===== src/rtl/core/gpsc_pkg.sv =====
`default_nettype none
// ---------------------------------------------------------------------------
// gpsc_pkg
// Shared constants, codes and helpers for the grid polygon span cell list.
// ---------------------------------------------------------------------------
package gpsc_pkg;

    localparam int MAX_ROWS  = 64;
    localparam int MAX_COLS  = 64;
    localparam int MAX_CELLS = 63;

    localparam int ROW_W = $clog2(MAX_ROWS);
    localparam int COL_W = $clog2(MAX_COLS);
    localparam int CNT_W = $clog2(MAX_CELLS + 1);

    // shared divider: dividend/quotient and divisor widths
    localparam int DIV_NW = 48;
    localparam int DIV_DW = 24;

    localparam logic signed [31:0] SPAN_EMPTY_MIN = 32'sh7fffffff;
    localparam logic signed [31:0] SPAN_EMPTY_MAX = -32'sh7fffffff;
    localparam int                 SHORT_EDGE     = 16;

    typedef enum logic [1:0] {
        OP_CLEAR    = 2'd0,
        OP_ADD_EDGE = 2'd1,
        OP_EMIT     = 2'd2,
        OP_NONE     = 2'd3
    } t_op;

    typedef enum logic [1:0] {
        CFG_CELL_WIDTH = 2'd0,
        CFG_CELL_DEPTH = 2'd1,
        CFG_GRID_COLS  = 2'd2,
        CFG_GRID_ROWS  = 2'd3
    } t_cfg_idx;

    function automatic logic signed [31:0] sat32(input logic signed [DIV_NW-1:0] v);
        logic signed [DIV_NW-1:0] hi_lim;
        logic signed [DIV_NW-1:0] lo_lim;
        hi_lim = DIV_NW'(32'sh7fffffff);
        lo_lim = -hi_lim - DIV_NW'(1);
        if (v > hi_lim) begin
            return 32'sh7fffffff;
        end else if (v < lo_lim) begin
            return 32'sh80000000;
        end
        return v[31:0];
    endfunction

endpackage
`default_nettype wire


===== src/rtl/core/gpsc_div.sv =====
`default_nettype none
// ---------------------------------------------------------------------------
// gpsc_div
// Iterative signed divider, truncating toward zero, one quotient bit a cycle.
// ---------------------------------------------------------------------------
module gpsc_div
    import gpsc_pkg::*;
(
    input  wire logic                     i_clk,
    input  wire logic                     i_rst_n,
    input  wire logic                     i_start,
    input  wire logic signed [DIV_NW-1:0] i_dividend,
    input  wire logic signed [DIV_DW-1:0] i_divisor,
    output logic                          o_done,
    output logic signed [DIV_NW-1:0]      o_quotient
);

    localparam int STEP_W = $clog2(DIV_NW);

    logic              r_busy;
    logic              r_done;
    logic [STEP_W-1:0] r_cnt;
    logic [DIV_NW-1:0] r_q;
    logic [DIV_DW:0]   r_rem;
    logic [DIV_DW-1:0] r_dv;
    logic              r_neg;

    logic [DIV_DW:0]   w_trial;
    logic              w_fit;

    // shift in next dividend bit, subtract if it fits
    assign w_trial = {r_rem[DIV_DW-1:0], r_q[DIV_NW-1]};
    assign w_fit   = (w_trial >= {1'b0, r_dv});

    always_ff @(posedge i_clk) begin
        if (!i_rst_n) begin
            r_busy <= 1'b0;
            r_done <= 1'b0;
        end else begin
            r_done <= 1'b0;
            if (i_start) begin
                r_busy <= 1'b1;
            end else if (r_busy && (r_cnt == '0)) begin
                r_busy <= 1'b0;
                r_done <= 1'b1;
            end
        end
    end

    always_ff @(posedge i_clk) begin
        if (i_start) begin
            r_cnt <= STEP_W'(DIV_NW - 1);
            r_q   <= i_dividend[DIV_NW-1] ? DIV_NW'(-i_dividend) : i_dividend;
            r_dv  <= i_divisor[DIV_DW-1] ? DIV_DW'(-i_divisor) : i_divisor;
            r_rem <= '0;
            r_neg <= i_dividend[DIV_NW-1] ^ i_divisor[DIV_DW-1];
        end else if (r_busy) begin
            r_cnt <= r_cnt - STEP_W'(1);
            r_rem <= w_fit ? (w_trial - {1'b0, r_dv}) : w_trial;
            r_q   <= {r_q[DIV_NW-2:0], w_fit};
        end
    end

    assign o_done     = r_done;
    assign o_quotient = r_neg ? $signed(DIV_NW'(-r_q)) : $signed(r_q);

endmodule
`default_nettype wire


===== config.mk =====
export PLATFORM = sky130hd
export DESIGN_NAME = gpsc_div
export DESIGN_NICKNAME = d
export VERILOG_FILES = /design/src/rtl/core/gpsc_pkg.sv /design/src/rtl/core/gpsc_div.sv
export SDC_FILE = /design/constraint.sdc
export NUM_CORES = 1
export LEC_CHECK = 0
export BUFFER_PORTS_ARGS = -buffer_cell sky130_fd_sc_hd__buf_2
export CAP_MARGIN = 25
export CORE_UTILIZATION = 63
export CTS_CLUSTER_DIAMETER = 80
export DETAILED_ROUTE_END_ITERATION = 8
export PLACE_DENSITY = 0.95
export SYNTH_ARGS = -nofsm -noshare
export SYNTH_HDL_FRONTEND = slang
export SYNTH_SLANG_ARGS = --single-unit

===== constraint.sdc =====
create_clock -name i_clk -period 6.3 [get_ports i_clk]
set_clock_uncertainty 0.15 [all_clocks]
set_input_delay 0.63 -clock i_clk [delete_from_list [all_inputs] [get_ports i_clk]]
set_output_delay 0.63 -clock i_clk [all_outputs]
set_load 0.02 [all_outputs]

==> metrics.txt <==
Period minus WS final=roughly 4.2 ns; EDFF count, synth=73; CP endpoint kind=primary output; total negative slack=0 ns; Comb power frac=30.1%; CP required=approximately 5.5 ns; PortBufs=approximately 120; switch share=33.9%; Final Slew Violations=0; initial DRC count=571; Fillers=about 850; clk_lat worst skew=0.36 ns; row cnt=40; CTS Buf Count=9; clk buf depth=2; number of global-route vias before repair=6703; grt ovf=0; Psw=0.701 mW; clk sinks=105; kind of critical path=reg2out; vias per cell=6.21; most common cell after layout, fill and taps aside=buf_2; via count=7084; ant diodes=0; total die area=0.0128 sq mm; cell depth of the worst flop-to-flop path=11; Setup Viol. Count Final=0; Design Area, Final=0.00879 sq mm; P_leak=3.46 nW; first-pass GRT wire length=31300 um; P_int=approximately 1.4 mW; Most used DFF post-synth=edfxtp_1; Initial Utilization=64.8%; I/O pin cnt=approximately 120; Final Wtd Congestion=0.956; Max Cap Viol=0; Hold Path End=r_dv[0]; Slew headroom=31.8%; Routed WL=18900 um; Worst-Margin Slew=1.02 ns; status=complete, no violations; P per Cell Area=around 240 mW/mm^2; R2R Setup Slk=3.23 ns; multi-input logic area=0.00464 sq mm; synthesized area=between 0.007 and 0.008 sq mm; fraction of registers with async set/reset=0%; share of layout cells above drive strength 1=roughly 17%; reg2reg start=r_q[47]; initial antenna violation count=0; number of H-tree levels=3; sequential area share after synthesis=36.4%; clock share of power=27.4%; HPWL after detailed placement=13600 um; final hold vios=0; Flop pwr share=42.5%; register area=0.00283 sq mm; Core Region=0.0120 sq mm; most frequent cells in the layout=123 x buf_2, 90 x nor2_1, 78 x xnor2_1; Chip Height=113 um; final period utilization=67.4%; Worst Hold Class=in2reg; unique cell type count in the Yosys netlist=65; hold_sp=i_divisor[0]; largest net degree at the start of global routing=89; Tot GR Track Use=around 30%; Worst Hold Depth=1; Worst R2R End=r_rem[22]; CTS clk-pin slew, worst paths=0.07 ns; Seq cells post-synth=105; cts hold-fix bufs=0; Avg Cell Area, Syn=slightly below 9 sq um; RSZ-0062 raised after global routing=false; postcts setup bufs=0; CTS root buffer=clkbuf_16; ANT nets after route=0; CP max FO=6; Net count, final=around 1100; DR DRC count=0; Peak VDD IR=189 uV; Cell Area, Placed=0.00846 sq mm; TritonRoute pass-1 iters=5; CP arrival=3.47 ns; CTS tree=built; power consumption=2.07 mW; synth warn=0; Post-Syn Instances=just under 900; Critical Path Source Type=register; # resized after CTS=0; DR WL/cell=16.6 um; die width=113 um; post-synth net total=995; Synth-to-Final Area Change=12.8%; Max Clk Rate=0.236 GHz
-- sequential cells by signal, indices dropped and copies added (netlist names) --
| signal | cells |
|---|---|
| o_done | 1 |
| r_busy | 1 |
| r_cnt | 6 |
| r_dv | 24 |
| r_neg | 1 |
| r_q | 48 |
| r_rem | 24 |
-- cell type report --
type                       instances  area share, %
multi-input combinational        701           52.8
inverter                          41           1.75
timing repair buffer             130           7.72
tap                              147           2.09
clock buffer                      11           3.00
clock inverter                     5          0.413
sequential                       105           32.2
-- synthesized netlist by cell type, types with 12 or more instances --
library cell,count,area share [%]
dfxtp_1,32,8.2
nand3_1,12,0.77
a21oi_1,77,4.9
nor3_1,14,0.90
a211oi_1,14,1.3
clkbuf_1,40,1.9
o21ai_0,69,4.4
nand2_1,62,3.0
xor2_1,53,6.0
xnor2_1,78,8.8
nand2b_1,12,0.96
or3_1,25,2.0
inv_1,40,1.9
nor2_1,90,4.3
o31ai_1,39,3.8
edfxtp_1,73,28
ha_1,29,4.7
-- worst max path at each step --
stage | startpoint | endpoint | slack (ns) | cells past startpoint
2_1_floorplan | r_q[12] | o_quotient[45] | 2.72 | 8
3_3_place_gp | r_q[12] | o_quotient[45] | 2.57 | 9
3_5_place_dp | r_q[12] | o_quotient[41] | 2.49 | 9
4_1_cts | r_q[12] | o_quotient[41] | 2.07 | 9
5_1_grt | r_q[34] | o_quotient[47] | 1.92 | 9
6_report | r_q[12] | o_quotient[41] | 2.05 | 9
-- per-stage QoR --
step,setup WS [ns],std cells,hold slack [ns],utilization (%)
after floorplan,2.72,890,0.294,-
after global placement,2.57,1121,0.309,70.4
after detailed placement,2.49,1121,0.325,70.4
after CTS,2.07,1137,0.319,72.9
after global routing,1.92,1140,0.318,73.2
final,2.05,1140,0.327,73.2
-- cells by family after synthesis --
family | count (synthesis) | synth area share [%]
xor+xnor | 131 | 14.7
flops | 105 | 36.4
simple gates | 275 | 18.1
mux | 6 | 0.771
compound gates | 259 | 21.0
fa+ha+maj | 30 | 4.92
buf+inv | 84 | 4.11
-- power by group through the flow --
stage / Combinational [mW] / Sequential [mW] / Clock [mW]
5_1_grt: 0.680 / 0.886 / 0.601
6_report: 0.622 / 0.880 / 0.565
3_3_place_gp: 0.593 / 0.887 / 0
4_1_cts: 0.614 / 0.877 / 0.568
3_5_place_dp: 0.610 / 0.892 / 0
2_1_floorplan: 0.440 / 0.874 / 0
-- routing by layer --
metal | part of all wire [%] | routed length, um | vias up | track usage, %
li1 | - | - | 3439 | -
met1 | 42 | 7870 | 3257 | 37.5
met5 | 0 | 0 | - | 0
met2 | 48 | 9160 | 340 | 52.2
met4 | 2.7 | 514 | 0 | 14.0
met3 | 7.2 | 1360 | 48 | 5.25
-- worst max-delay path, stage by stage (launching register included) --
cell and delay, ns:
edfxtp_1 0.45, or4_4 0.59, nor3_4 0.18, nor4b_4 0.39, nand3_4 0.15, or3_4 0.39
or3_4 0.39, o21ai_0 0.22, xnor2_1 0.15, buf_2 0.18
Note: power is estimated with default switching activity, not from simulation.
